File: src/hdl/lrce_pkg.sv
// Shared constants and types for the linear resampler with channel expansion.
// No dependencies; every other file of the block imports this package.
package lrce_pkg;

	// Sample and phase widths (phase is 5.16 fixed point, 21 bits stored)
	localparam int SAMPLE_W   = 16;
	localparam int FRAC_W     = 16;
	localparam int PHASE_W    = 21;
	localparam int CH_CNT_W   = 2;

	// Channel limit of the datapath
	localparam int MAX_CHANNELS = 2;
	localparam int CH_LIMIT     = (MAX_CHANNELS < 2) ? MAX_CHANNELS : 2;

	// Results produced from one input frame at most
	localparam int OUT_LIMIT = 16;
	localparam int CNT_W     = $clog2(OUT_LIMIT);

	// Reset values of the configuration registers
	localparam logic [PHASE_W-1:0]  PHASE_STEP_RST = PHASE_W'(65536);
	localparam logic [CH_CNT_W-1:0] CH_CNT_RST     = CH_CNT_W'(2);

	// Configuration register indexes
	localparam int CFG_IDX_W = 2;
	typedef enum logic [CFG_IDX_W-1:0] {
		CFG_PHASE_STEP = 2'd0,
		CFG_SOURCE_CH  = 2'd1,
		CFG_DEVICE_CH  = 2'd2
	} cfg_index_t;

	typedef logic signed [SAMPLE_W-1:0] sample_t;
	typedef logic [PHASE_W-1:0]         phase_t;

endpackage

File: src/hdl/lrce_sample_if.sv
// Input channel: one source frame of two signed samples with valid/ready.
// Depends on lrce_pkg.
interface lrce_sample_if;
	import lrce_pkg::*;

	logic    valid;
	logic    ready;
	sample_t sample_first;
	sample_t sample_second;

	modport source (output valid, output sample_first, output sample_second, input ready);
	modport sink   (input valid, input sample_first, input sample_second, output ready);
endinterface

File: src/hdl/lrce_frame_if.sv
// Output channel: one device frame plus end-of-run flag with valid/ready.
// Depends on lrce_pkg.
interface lrce_frame_if;
	import lrce_pkg::*;

	logic    valid;
	logic    ready;
	sample_t out_first;
	sample_t out_second;
	logic    run_end;

	modport source (output valid, output out_first, output out_second, output run_end,
		input ready);
	modport sink   (input valid, input out_first, input out_second, input run_end,
		output ready);
endinterface

File: src/hdl/lrce_cfg_if.sv
// Configuration write channel: register index and write data with valid/ready.
// Depends on lrce_pkg.
interface lrce_cfg_if;
	import lrce_pkg::*;

	logic                 valid;
	logic                 ready;
	logic [CFG_IDX_W-1:0] index;
	logic [PHASE_W-1:0]   data;

	modport source (output valid, output index, output data, input ready);
	modport sink   (input valid, input index, input data, output ready);
endinterface

File: src/hdl/lrce_lerp_mul.sv
// Shared interpolation multiplier: registered (diff * frac) >>> 16, low 16 bits.
// Depends on lrce_pkg.
module lrce_lerp_mul (
	input  logic                           clk,
	input  logic                           en,
	input  logic signed [lrce_pkg::SAMPLE_W:0] diff,
	input  logic [lrce_pkg::FRAC_W-1:0]    frac,
	output logic [lrce_pkg::SAMPLE_W-1:0]  step_q
);
	import lrce_pkg::*;

	localparam int PROD_W = SAMPLE_W + 1 + FRAC_W + 1;

	logic signed [FRAC_W:0]   frac_s;
	logic signed [PROD_W-1:0] prod;

	// 17x17 signed product; frac is zero-extended so it stays positive
	assign frac_s = $signed({1'b0, frac});
	assign prod   = diff * frac_s;

	// Arithmetic shift by the fraction width; only the sample width survives
	always_ff @(posedge clk) begin
		if (en) begin
			step_q <= prod[FRAC_W +: SAMPLE_W];
		end
	end
endmodule

File: src/hdl/linear_resampler_channel_expand_core.sv
// Linear-interpolating sample-rate converter with mono/stereo channel expansion.
// Depends on lrce_pkg, lrce_sample_if, lrce_frame_if, lrce_cfg_if, lrce_lerp_mul.
//
// Usage:
//   cfg     : register writes (phase_step, source_channels, device_channels);
//             always ready, write only while the block is idle.
//   samples : source frames in; ready only while the sequencer is idle.
//   frames  : device frames out, interpolated between the previous and the
//             current source frame; run_end marks the last frame of an input.
// Timing:
//   The first frame after reset only primes the previous-frame register. A
//   frame with phase at or above one period gives no output. Otherwise an
//   input yields n frames (n up to 16): each frame uses the one shared
//   multiplier twice (channel 0, channel 1) and then an emit step.
//   An output register holds each frame; if the receiver stalls, the emit
//   step waits until the register is free. The last frame may still be
//   waiting while the next input is accepted.
// Reset:
//   arst_n clears the phase, previous frame and primed flag, and restores
//   the configuration to a 1:1 step with stereo source and device.
module linear_resampler_channel_expand_core (
	input  logic          clk,
	input  logic          arst_n,
	lrce_cfg_if.sink      cfg,
	lrce_sample_if.sink   samples,
	lrce_frame_if.source  frames
);
	import lrce_pkg::*;

	typedef enum logic [1:0] {
		S_IDLE,
		S_MUL0,
		S_MUL1,
		S_EMIT
	} state_t;

	localparam logic [PHASE_W:0] PERIOD = (PHASE_W+1)'(65536);

	state_t                state_q;
	logic [PHASE_W-1:0]    phase_step_q;
	logic [CH_CNT_W-1:0]   source_ch_q;
	logic [CH_CNT_W-1:0]   device_ch_q;
	phase_t                phase_q;
	logic                  primed_q;
	sample_t               prev0_q, prev1_q;
	sample_t               cur0_q, cur1_q;
	sample_t               o0_q;
	logic [CNT_W-1:0]      count_q;
	logic                  out_valid_q;
	sample_t               out_first_q, out_second_q;
	logic                  run_end_q;

	logic                  stereo_src, stereo_dev;
	logic                  in_xfer, out_xfer, out_load;
	logic [PHASE_W:0]      phase_next;
	logic                  run_last;
	logic signed [SAMPLE_W:0] mul_diff;
	logic                  mul_en;
	logic [SAMPLE_W-1:0]   mul_step_q;
	sample_t               o1;

	// Clamped channel modes
	assign stereo_src = (CH_LIMIT >= 2) && (source_ch_q >= CH_CNT_W'(2));
	assign stereo_dev = (CH_LIMIT >= 2) && (device_ch_q >= CH_CNT_W'(2));

	// Handshakes
	assign cfg.ready     = 1'b1;
	assign samples.ready = (state_q == S_IDLE);
	assign in_xfer       = samples.valid && (state_q == S_IDLE);
	assign out_xfer      = out_valid_q && frames.ready;
	assign out_load      = (state_q == S_EMIT) && (!out_valid_q || frames.ready);

	// Shared multiplier operand select: channel 0 then channel 1
	always_comb begin
		if (state_q == S_MUL1) begin
			mul_diff = $signed({cur1_q[SAMPLE_W-1], cur1_q}) -
				$signed({prev1_q[SAMPLE_W-1], prev1_q});
		end else begin
			mul_diff = $signed({cur0_q[SAMPLE_W-1], cur0_q}) -
				$signed({prev0_q[SAMPLE_W-1], prev0_q});
		end
	end
	assign mul_en = (state_q == S_MUL0) || (state_q == S_MUL1);

	lrce_lerp_mul u_mul (
		.clk    (clk),
		.en     (mul_en),
		.diff   (mul_diff),
		.frac   (phase_q[FRAC_W-1:0]),
		.step_q (mul_step_q)
	);

	// Channel 1 result: interpolated, duplicated from channel 0, or zero
	always_comb begin
		if (!stereo_dev) begin
			o1 = '0;
		end else if (stereo_src) begin
			o1 = prev1_q + mul_step_q;
		end else begin
			o1 = o0_q;
		end
	end

	// Phase advance and end-of-run test
	assign phase_next = {1'b0, phase_q} + {1'b0, phase_step_q};
	assign run_last   = (phase_next >= PERIOD) || (count_q == CNT_W'(OUT_LIMIT - 1));

	// Sequencer, state and registered outputs
	always_ff @(posedge clk or negedge arst_n) begin
		if (!arst_n) begin
			state_q      <= S_IDLE;
			phase_step_q <= PHASE_STEP_RST;
			source_ch_q  <= CH_CNT_RST;
			device_ch_q  <= CH_CNT_RST;
			phase_q      <= '0;
			primed_q     <= 1'b0;
			prev0_q      <= '0;
			prev1_q      <= '0;
			cur0_q       <= '0;
			cur1_q       <= '0;
			o0_q         <= '0;
			count_q      <= '0;
			out_valid_q  <= 1'b0;
			out_first_q  <= '0;
			out_second_q <= '0;
			run_end_q    <= 1'b0;
		end else begin
			// Configuration writes; unknown indexes are dropped
			if (cfg.valid) begin
				case (cfg.index)
					CFG_PHASE_STEP: phase_step_q <= cfg.data;
					CFG_SOURCE_CH:  source_ch_q  <= cfg.data[CH_CNT_W-1:0];
					CFG_DEVICE_CH:  device_ch_q  <= cfg.data[CH_CNT_W-1:0];
					default: ;
				endcase
			end

			// Output register drains on transfer
			if (out_xfer && !out_load) begin
				out_valid_q <= 1'b0;
			end

			case (state_q)
				S_IDLE: begin
					if (in_xfer) begin
						if (!primed_q) begin
							prev0_q  <= samples.sample_first;
							prev1_q  <= samples.sample_second;
							primed_q <= 1'b1;
						end else if (phase_q[PHASE_W-1:FRAC_W] != '0) begin
							// Phase past this period: store frame, no output
							phase_q <= PHASE_W'({1'b0, phase_q} - PERIOD);
							prev0_q <= samples.sample_first;
							prev1_q <= samples.sample_second;
						end else begin
							cur0_q  <= samples.sample_first;
							cur1_q  <= samples.sample_second;
							count_q <= '0;
							state_q <= S_MUL0;
						end
					end
				end
				S_MUL0: begin
					state_q <= S_MUL1;
				end
				S_MUL1: begin
					o0_q    <= prev0_q + mul_step_q;
					state_q <= S_EMIT;
				end
				S_EMIT: begin
					if (out_load) begin
						out_valid_q  <= 1'b1;
						out_first_q  <= o0_q;
						out_second_q <= o1;
						run_end_q    <= run_last;
						count_q      <= count_q + CNT_W'(1);
						if (run_last) begin
							// Close the run: drop one period, or clear the phase when the output cap ends it
							if (phase_next >= PERIOD) begin
								phase_q <= PHASE_W'(phase_next - PERIOD);
							end else begin
								phase_q <= '0;
							end
							prev0_q <= cur0_q;
							prev1_q <= cur1_q;
							state_q <= S_IDLE;
						end else begin
							phase_q <= PHASE_W'(phase_next);
							state_q <= S_MUL0;
						end
					end
				end
				default: begin
					state_q <= S_IDLE;
				end
			endcase
		end
	end

	assign frames.valid      = out_valid_q;
	assign frames.out_first  = out_first_q;
	assign frames.out_second = out_second_q;
	assign frames.run_end    = run_end_q;
endmodule

File: src/flat_wrapper.sv
// flat-port wrapper written by rule: the top's interface ports become plain ports
module linear_resampler_channel_expand_core_flat import lrce_pkg::*;
  (clk, arst_n, cfg_valid, cfg_index, cfg_data, cfg_ready, samples_valid, samples_sample_first, samples_sample_second, samples_ready, frames_valid, frames_out_first, frames_out_second, frames_run_end, frames_ready);
  lrce_cfg_if cfg_i ();
  lrce_sample_if samples_i ();
  lrce_frame_if frames_i ();
  input  logic clk;
  input  logic arst_n;
  input wire logic [$bits(cfg_i.valid)-1:0] cfg_valid;
  input wire logic [$bits(cfg_i.index)-1:0] cfg_index;
  input wire logic [$bits(cfg_i.data)-1:0] cfg_data;
  output wire logic [$bits(cfg_i.ready)-1:0] cfg_ready;
  input wire logic [$bits(samples_i.valid)-1:0] samples_valid;
  input wire logic [$bits(samples_i.sample_first)-1:0] samples_sample_first;
  input wire logic [$bits(samples_i.sample_second)-1:0] samples_sample_second;
  output wire logic [$bits(samples_i.ready)-1:0] samples_ready;
  output wire logic [$bits(frames_i.valid)-1:0] frames_valid;
  output wire logic [$bits(frames_i.out_first)-1:0] frames_out_first;
  output wire logic [$bits(frames_i.out_second)-1:0] frames_out_second;
  output wire logic [$bits(frames_i.run_end)-1:0] frames_run_end;
  input wire logic [$bits(frames_i.ready)-1:0] frames_ready;
  assign cfg_i.valid = cfg_valid;
  assign cfg_i.index = cfg_index;
  assign cfg_i.data = cfg_data;
  assign cfg_ready = cfg_i.ready;
  assign samples_i.valid = samples_valid;
  assign samples_i.sample_first = samples_sample_first;
  assign samples_i.sample_second = samples_sample_second;
  assign samples_ready = samples_i.ready;
  assign frames_valid = frames_i.valid;
  assign frames_out_first = frames_i.out_first;
  assign frames_out_second = frames_i.out_second;
  assign frames_run_end = frames_i.run_end;
  assign frames_i.ready = frames_ready;
  linear_resampler_channel_expand_core u_core (.clk(clk), .arst_n(arst_n), .cfg(cfg_i), .samples(samples_i), .frames(frames_i));
endmodule
File: config.mk
export PLATFORM = sky130hd
export DESIGN_NAME = linear_resampler_channel_expand_core_flat
export DESIGN_NICKNAME = d
export VERILOG_FILES = /design/src/hdl/lrce_pkg.sv /design/src/hdl/lrce_sample_if.sv /design/src/hdl/lrce_frame_if.sv /design/src/hdl/lrce_cfg_if.sv /design/src/hdl/lrce_lerp_mul.sv /design/src/hdl/linear_resampler_channel_expand_core.sv /design/src/flat_wrapper.sv
export SDC_FILE = /design/constraint.sdc
export NUM_CORES = 1
export LEC_CHECK = 0
export ABC_AREA = 1
export ABC_CLOCK_PERIOD_IN_PS = 9430
export CAP_MARGIN = 20
export CORE_MARGIN = 10
export CORE_UTILIZATION = 51
export CTS_CLUSTER_SIZE = 30
export DETAILED_ROUTE_END_ITERATION = 8
export DONT_BUFFER_PORTS = 1
export GPL_ROUTABILITY_DRIVEN = 0
export PLACE_DENSITY = 0.66
export SLEW_MARGIN = 10
export SYNTH_ARGS = -nofsm -noshare
export SYNTH_HDL_FRONTEND = slang
export SYNTH_HIERARCHICAL = 1
export SYNTH_SLANG_ARGS = --single-unit
export TNS_END_PERCENT = 1
File: constraint.sdc
create_clock -name clk -period 9.43 [get_ports clk]
set_clock_uncertainty 0.15 [all_clocks]
set_input_delay 0.943 -clock clk [delete_from_list [all_inputs] [get_ports clk]]
set_output_delay 0.943 -clock clk [all_outputs]
set_load 0.02 [all_outputs]
Word level (Yosys, flattened, before mapping)
Cells that the tools add are included.
{"block": "word_totals", "reg_bits": 183, "latchBits": 0, "mem_bits_rw": 0, "rom_bits": 0, "in_bits": 60, "out_inout_bits": 36, "elab_cells": 102, "mem_count": 0}
{"block": "classes", "n_addsub": 8, "mul": 1, "div": 0, "order_cmp": 3, "n_eq_ne": 13, "shifts": 0, "muxes": 36, "bitwise": 1, "n_reduce_logical": 23}
{"operator": "2-to-1 mux 16 bit", "count": 12}
{"operator": "2-to-1 mux 21 bit", "count": 6}
{"operator": "case mux 16 bit (2 select lines)", "count": 2}
{"operator": "case mux 21 bit (2 select lines)", "count": 1}
{"operator": "subtractor 21 x 17 -> 21 bit, second input constant", "count": 2}
{"operator": "subtractor 16 x 16 -> 17 bit", "count": 2}
{"operator": "adder 16 bit", "count": 2}
{"operator": "multiplier 17 x 17 -> 32 bit", "count": 1}
{"operator": "adder 21 x 21 -> 22 bit", "count": 1}
{"operator": "greater-or-equal comparator 22 x 17 -> 1 bit, second input constant", "count": 1}
{"operator": "2-to-1 mux 17 bit", "count": 1}
{"operator": "2-to-1 mux 4 bit", "count": 4}
{"operator": "AND reduction 5 bit", "count": 3}
{"operator": "!= test 2 x 1 -> 1 bit, second input constant", "count": 5}
{"operator": "AND reduction 2 bit", "count": 5}
{"operator": "2-to-1 mux 2 bit", "count": 4}
{"operator": "case mux 2 bit (4 select lines)", "count": 1}
{"operator": "case mux 4 bit (2 select lines)", "count": 1}
{"operator": "AND reduction 4 bit", "count": 2}
{"operator": "== test 2 bit, second input constant", "count": 3}
{"operator": "nonzero test 5 bit", "count": 1}
{"operator": "adder 4 x 1 -> 4 bit, second input constant", "count": 1}
{"operator": "== test 2 x 1 -> 1 bit, second input constant", "count": 2}
{"operator": "== test 4 bit, second input constant", "count": 1}
{"operator": "10 further kinds", "count": 21}

Longest topological paths before layout
{"block": "depth", "ltp_word": 8, "mapped_depth": 41, "mapped_depth_nobuf": 39}

Modules after synthesis
The synthesis kept the hierarchy.
{"mod": "linear_resampler_channel_expand_core", "n_inst": 1, "cells_per_inst": 1651, "area_per_inst_um2": 11731.3, "seq_area_each_um2": 4132.7}
{"mod": "lrce_lerp_mul", "n_inst": 1, "cells_per_inst": 1502, "area_per_inst_um2": 11402.2, "seq_area_each_um2": 480.5}

Worst setup path after synthesis
Ideal clock, no wire load.
{"block": "synth_timing", "path_type": "reg-to-reg", "startpoint": "register u_core.prev1_q[0]", "endpoint": "register u_core/u_mul/step_q[15] in the netlist's numbering, data pin", "setup_ns": 0.253, "t_arrival_ns": 6.931, "required_time_ns": 9.027, "path_slack_ns": 2.096, "stages_incl_launch_ff": 34, "n_path_buf": 2, "period_less_slack_ns": 7.334, "cell_sequence": "dfrtp_1 -> ha_1 -> fa_1 -> o21ai_0 -> nand3_1 -> nand3_1 -> a21oi_1 -> o21ai_0 -> nand2_1 -> nand2_1 -> clkbuf_1 -> clkbuf_1 -> nand2_1 -> inv_1 -> fa_1 -> inv_1 -> fa_1 -> inv_1 -> fa_1 -> fa_1 -> fa_1 -> inv_1 -> fa_1 -> inv_1 -> ha_1 -> nand2_2 -> nor2_2 -> inv_2 -> nor3_4 -> nand2_2 -> nor2_1 -> nor2_1 -> nand3_1 -> nand2_1"}
{"block": "synth_between", "elab_chain_len": 3}
{"element": "start, declared", "line": "linear_resampler_channel_expand_core.sv:45", "rtl": "sample_t prev0_q, prev1_q;"}
{"element": "start signal, assigned", "line": "linear_resampler_channel_expand_core.sv:148", "rtl": "prev1_q <= samples.sample_second;"}
{"element": "start signal, assigned", "line": "linear_resampler_channel_expand_core.sv:154", "rtl": "prev1_q <= samples.sample_second;"}
{"element": "start signal, assigned", "line": "linear_resampler_channel_expand_core.sv:185", "rtl": "prev1_q <= cur1_q;"}
{"element": "subtractor 16 x 16 -> 17 bit", "line": "linear_resampler_channel_expand_core.sv:76", "rtl": "mul_diff = $signed({cur1_q[SAMPLE_W-1], cur1_q}) -"}
{"element": "2-to-1 mux 17 bit", "line": "linear_resampler_channel_expand_core.sv:75", "rtl": "if (state_q == S_MUL1) begin"}
{"element": "named net u_core.mul_diff[16]", "line": "linear_resampler_channel_expand_core.sv:57", "rtl": "logic signed [SAMPLE_W:0] mul_diff;"}
{"element": "multiplier 17 x 17 -> 32 bit", "line": "lrce_lerp_mul.sv:19", "rtl": "assign prod = diff * frac_s;"}
{"element": "named net u_core.u_mul.prod[31]", "line": "lrce_lerp_mul.sv:15", "rtl": "logic signed [PROD_W-1:0] prod;"}
{"element": "end signal, assigned", "line": "lrce_lerp_mul.sv:24", "rtl": "step_q <= prod[FRAC_W +: SAMPLE_W];"}
{"element": "end, declared", "line": "lrce_lerp_mul.sv:8", "rtl": "output logic [lrce_pkg::SAMPLE_W-1:0] step_q"}
The timed path passes the listed nets, and every way through them passes these cells.
A chain may end at the register's enable or synchronous reset.

Worst setup path in the final report
{"block": "layout_timing", "startpoint": "register u_core.prev1_q[0]", "endpoint": "register u_core/u_mul/step_q[14] in the netlist's numbering, data pin"}
The elaborated chain is that of the path after synthesis.

==> results.yml <==
clocking:
  cts_num_sinks: 181
  numCtsBuffers: 17
  postCtsSetupBuffers: 0
  cts_resized: 0
  cts-root-buf: "clkbuf_16"
  htree_levels: 4
  clk_latency_ns: 0.47
  cts_hold_buf: 1
  clk_pin_slew_worst_paths_ns: 0.08
  clk_path_buf_depth: 2
  cts_tree: "done"
place:
  placed_cells: 3655
  hpwlAfterDp_mm: 49.5
  pre_cts_slack_ns: 1.04
  portBuffers: 0
global_routing:
  grt_use_total_pct: 23.3
  grt_pass1_wl_mm: 102
  grt_pass1_vias: 19838
  antenna_found_initial: 1
  grt_max_degree: 158
  grt_overflow_total: 0
critical_path:
  end_kind: "register"
  critPathLaunchType: "register"
  worstPathRequired_ns: 9.50
  crit_path_max_fanout: 16
  crit_type: "reg2reg"
  critPathMaxStageDelay_ns: 0.69
  critPathArrivalTime_ns: 8.51
  cp_slowest_cell: "fa_1"
timing:
  setup_violations: 0
  fin_crit_sh_pct: 89.5
  grt_setup_unrepaired: "false"
  tightest_slew_ns: 1.08
  clock.fmax_ghz: 0.118
  worst_slack_ns: 0.991
  slew_viol_final: 0
  finalSetupTns_ns: 0
  period_needed_ns: 8.44
  hold_viol_final: 0
  slew_headroom_pct: 28.1
floorplan:
  ioPinCount: 96
  die_w_um: 233
  die-area_um2: 54300
  core_area_um2: 44500
  fp.dieH_um: 233
  start_util_pct: 52.0
  rows: 77
logic_synthesis:
  synth_cell_types: 57
  synth_area_leader_cell: "fa_1"
  syn-num-nets: 3654
  ys_async_sr_fraction_pct: 91.2
  ys.flop_type: "dfrtp_1"
  synth.top_cell.area_share_pct: 23.4
  syn_inst: 3153
  avgSynthCellArea_um2: 7.34
  yosys-top-cells-area: "fa_1 (23%), dfrtp_1 (18%), nand2_1 (15%), inv_1 (11%), ha_1 (9.2%)"
  ys_ff_latch: 181
  synth-edff-count: 16
  synth-warning-count: 6
  ys_seq_area_share_pct: 19.9
  synth_area_um2: 23100
layout:
  final_core_util_pct: 54.4
  layout_common_cells: "nand2_1 (924), inv_1 (702), fa_1 (270)"
  final_common_cell: "nand2_1"
  fill_cells: 4334
  fin_cells: 3689
  areaGrowthSynthToFinish_pct: 4.69
  fin_nets: 3584
  drive_gt1_share_pct: 4.36
routing:
  first_pass_iters: 6
  vias: 19767
  vias_per_cell: 5.36
  ant_nets: 0
  drc: 0
  routed_wl_mm: 62.3
  wl_per_cell_um: 16.9
  first_iter_violations: 1477
flow_run:
  cap_violations: 0
run_status:
  status: "complete, no violations"
worst_hold_path:
  hp-class: "in2async"
[logic make-up (layout without fill, tap and decap cells)]
logic type / Yosys count / in the layout / synth area share [%]
DFF: 181 / 181 / 19.9
xor gates and xnor gates: 39 / 39 / 1.48
muxes: 22 / 22 / 1.06
adders and majority gates: 441 / 441 / 32.6
other: 1 / 2 / 0.0162
AOI/OAI and AO/OA: 385 / 385 / 9.01
and+or+nand+nor: 1255 / 1255 / 22.3
buffers and inverters: 829 / 772 / 13.6
[metal layers]
metal	up-vias	GRT usage, %	wire (µm)
li1	9414	-	-
met5	-	0	0
met4	0	7.38	1480
met3	98	2.15	3760
met2	708	39.5	29700
met1	9547	31.0	27300
[flip-flops by register name, summed over array words and instances, names as in the netlist]
register and cells:
u_core/u_mul/step_q 16, u_core/phase_q 21, u_core/cur0_q 16, u_core/frames.run_end 1, u_core/count_q 4, u_core/device_ch_q 1, u_core/primed_q 1, u_core/source_ch_q 1
u_core/prev0_q 16, u_core/frames.out_first 16, u_core/prev1_q 16, u_core/phase_step_q 21, u_core/state_q 2, u_core/frames.out_second 16, u_core/frames.valid 1, u_core/o0_q 16
u_core/cur1_q 16
[Yosys cell counts (20+ instances only)]
| cell type | number |
|---|---|
| nand2_1 | 924 |
| inv_1 | 702 |
| fa_1 | 270 |
| o21ai_0 | 178 |
| ha_1 | 171 |
| dfrtp_1 | 162 |
| nand3_1 | 143 |
| a21oi_1 | 140 |
| nor2_1 | 108 |
| clkbuf_1 | 93 |
| xor2_1 | 26 |
| mux2_2 | 20 |
[worst max-delay path, delay by kind of cell (launching register included)]
| family | cells | cell delay [ns] |
|---|---|---|
| compound gates | 3 | 0.76 |
| simple gates | 11 | 1.93 |
| buf+inv | 7 | 0.62 |
| fa+ha+maj | 9 | 4.33 |
| flops | 1 | 0.41 |
[metrics by stage]
stage                     area [µm²]  hold slack [ns]
final                          24200           0.0242
after global routing           24200           0.0123
after CTS                      24200           0.0111
after detailed placement       23600            0.324
after global placement         23600            0.319
after floorplan                23100            0.299
[final timing paths]
path | startpoint | end | slack (ns) | cells after the start
worst min-delay path | arst_n | u_core/phase_step_q[20] | 0.02 | 0
worst min register to register | u_core/o0_q[12] | u_core/o0_q[12] | 0.34 | 2
max in group asynchronous | arst_n | u_core/phase_q[5] | 7.99 | 1
worst max register to register | u_core/prev1_q[0] | u_core/u_mul/step_q[14] | 0.99 | 30
worst max-delay path | u_core/prev1_q[0] | u_core/u_mul/step_q[14] | 0.99 | 30
min in group clk | u_core/o0_q[12] | u_core/o0_q[12] | 0.34 | 2
[layout make-up]
cell class                      count  area, µm²  area share [%]
Multi-Input combinational cell   2143      15400            63.6
Sequential cell                   181       4610            19.0
Inverter                          721       2710            11.2
Tap cell                          592        741            3.06
Clock buffer                       17        425            1.76
Clock inverter                     15        191           0.790
Timing Repair Buffer               19        145           0.599
Antenna cell                        1       2.50          0.0103
Power is left out: the tool's default activity adds up to more than one toggle a clock period on the data nets, which glitch-free logic cannot reach.
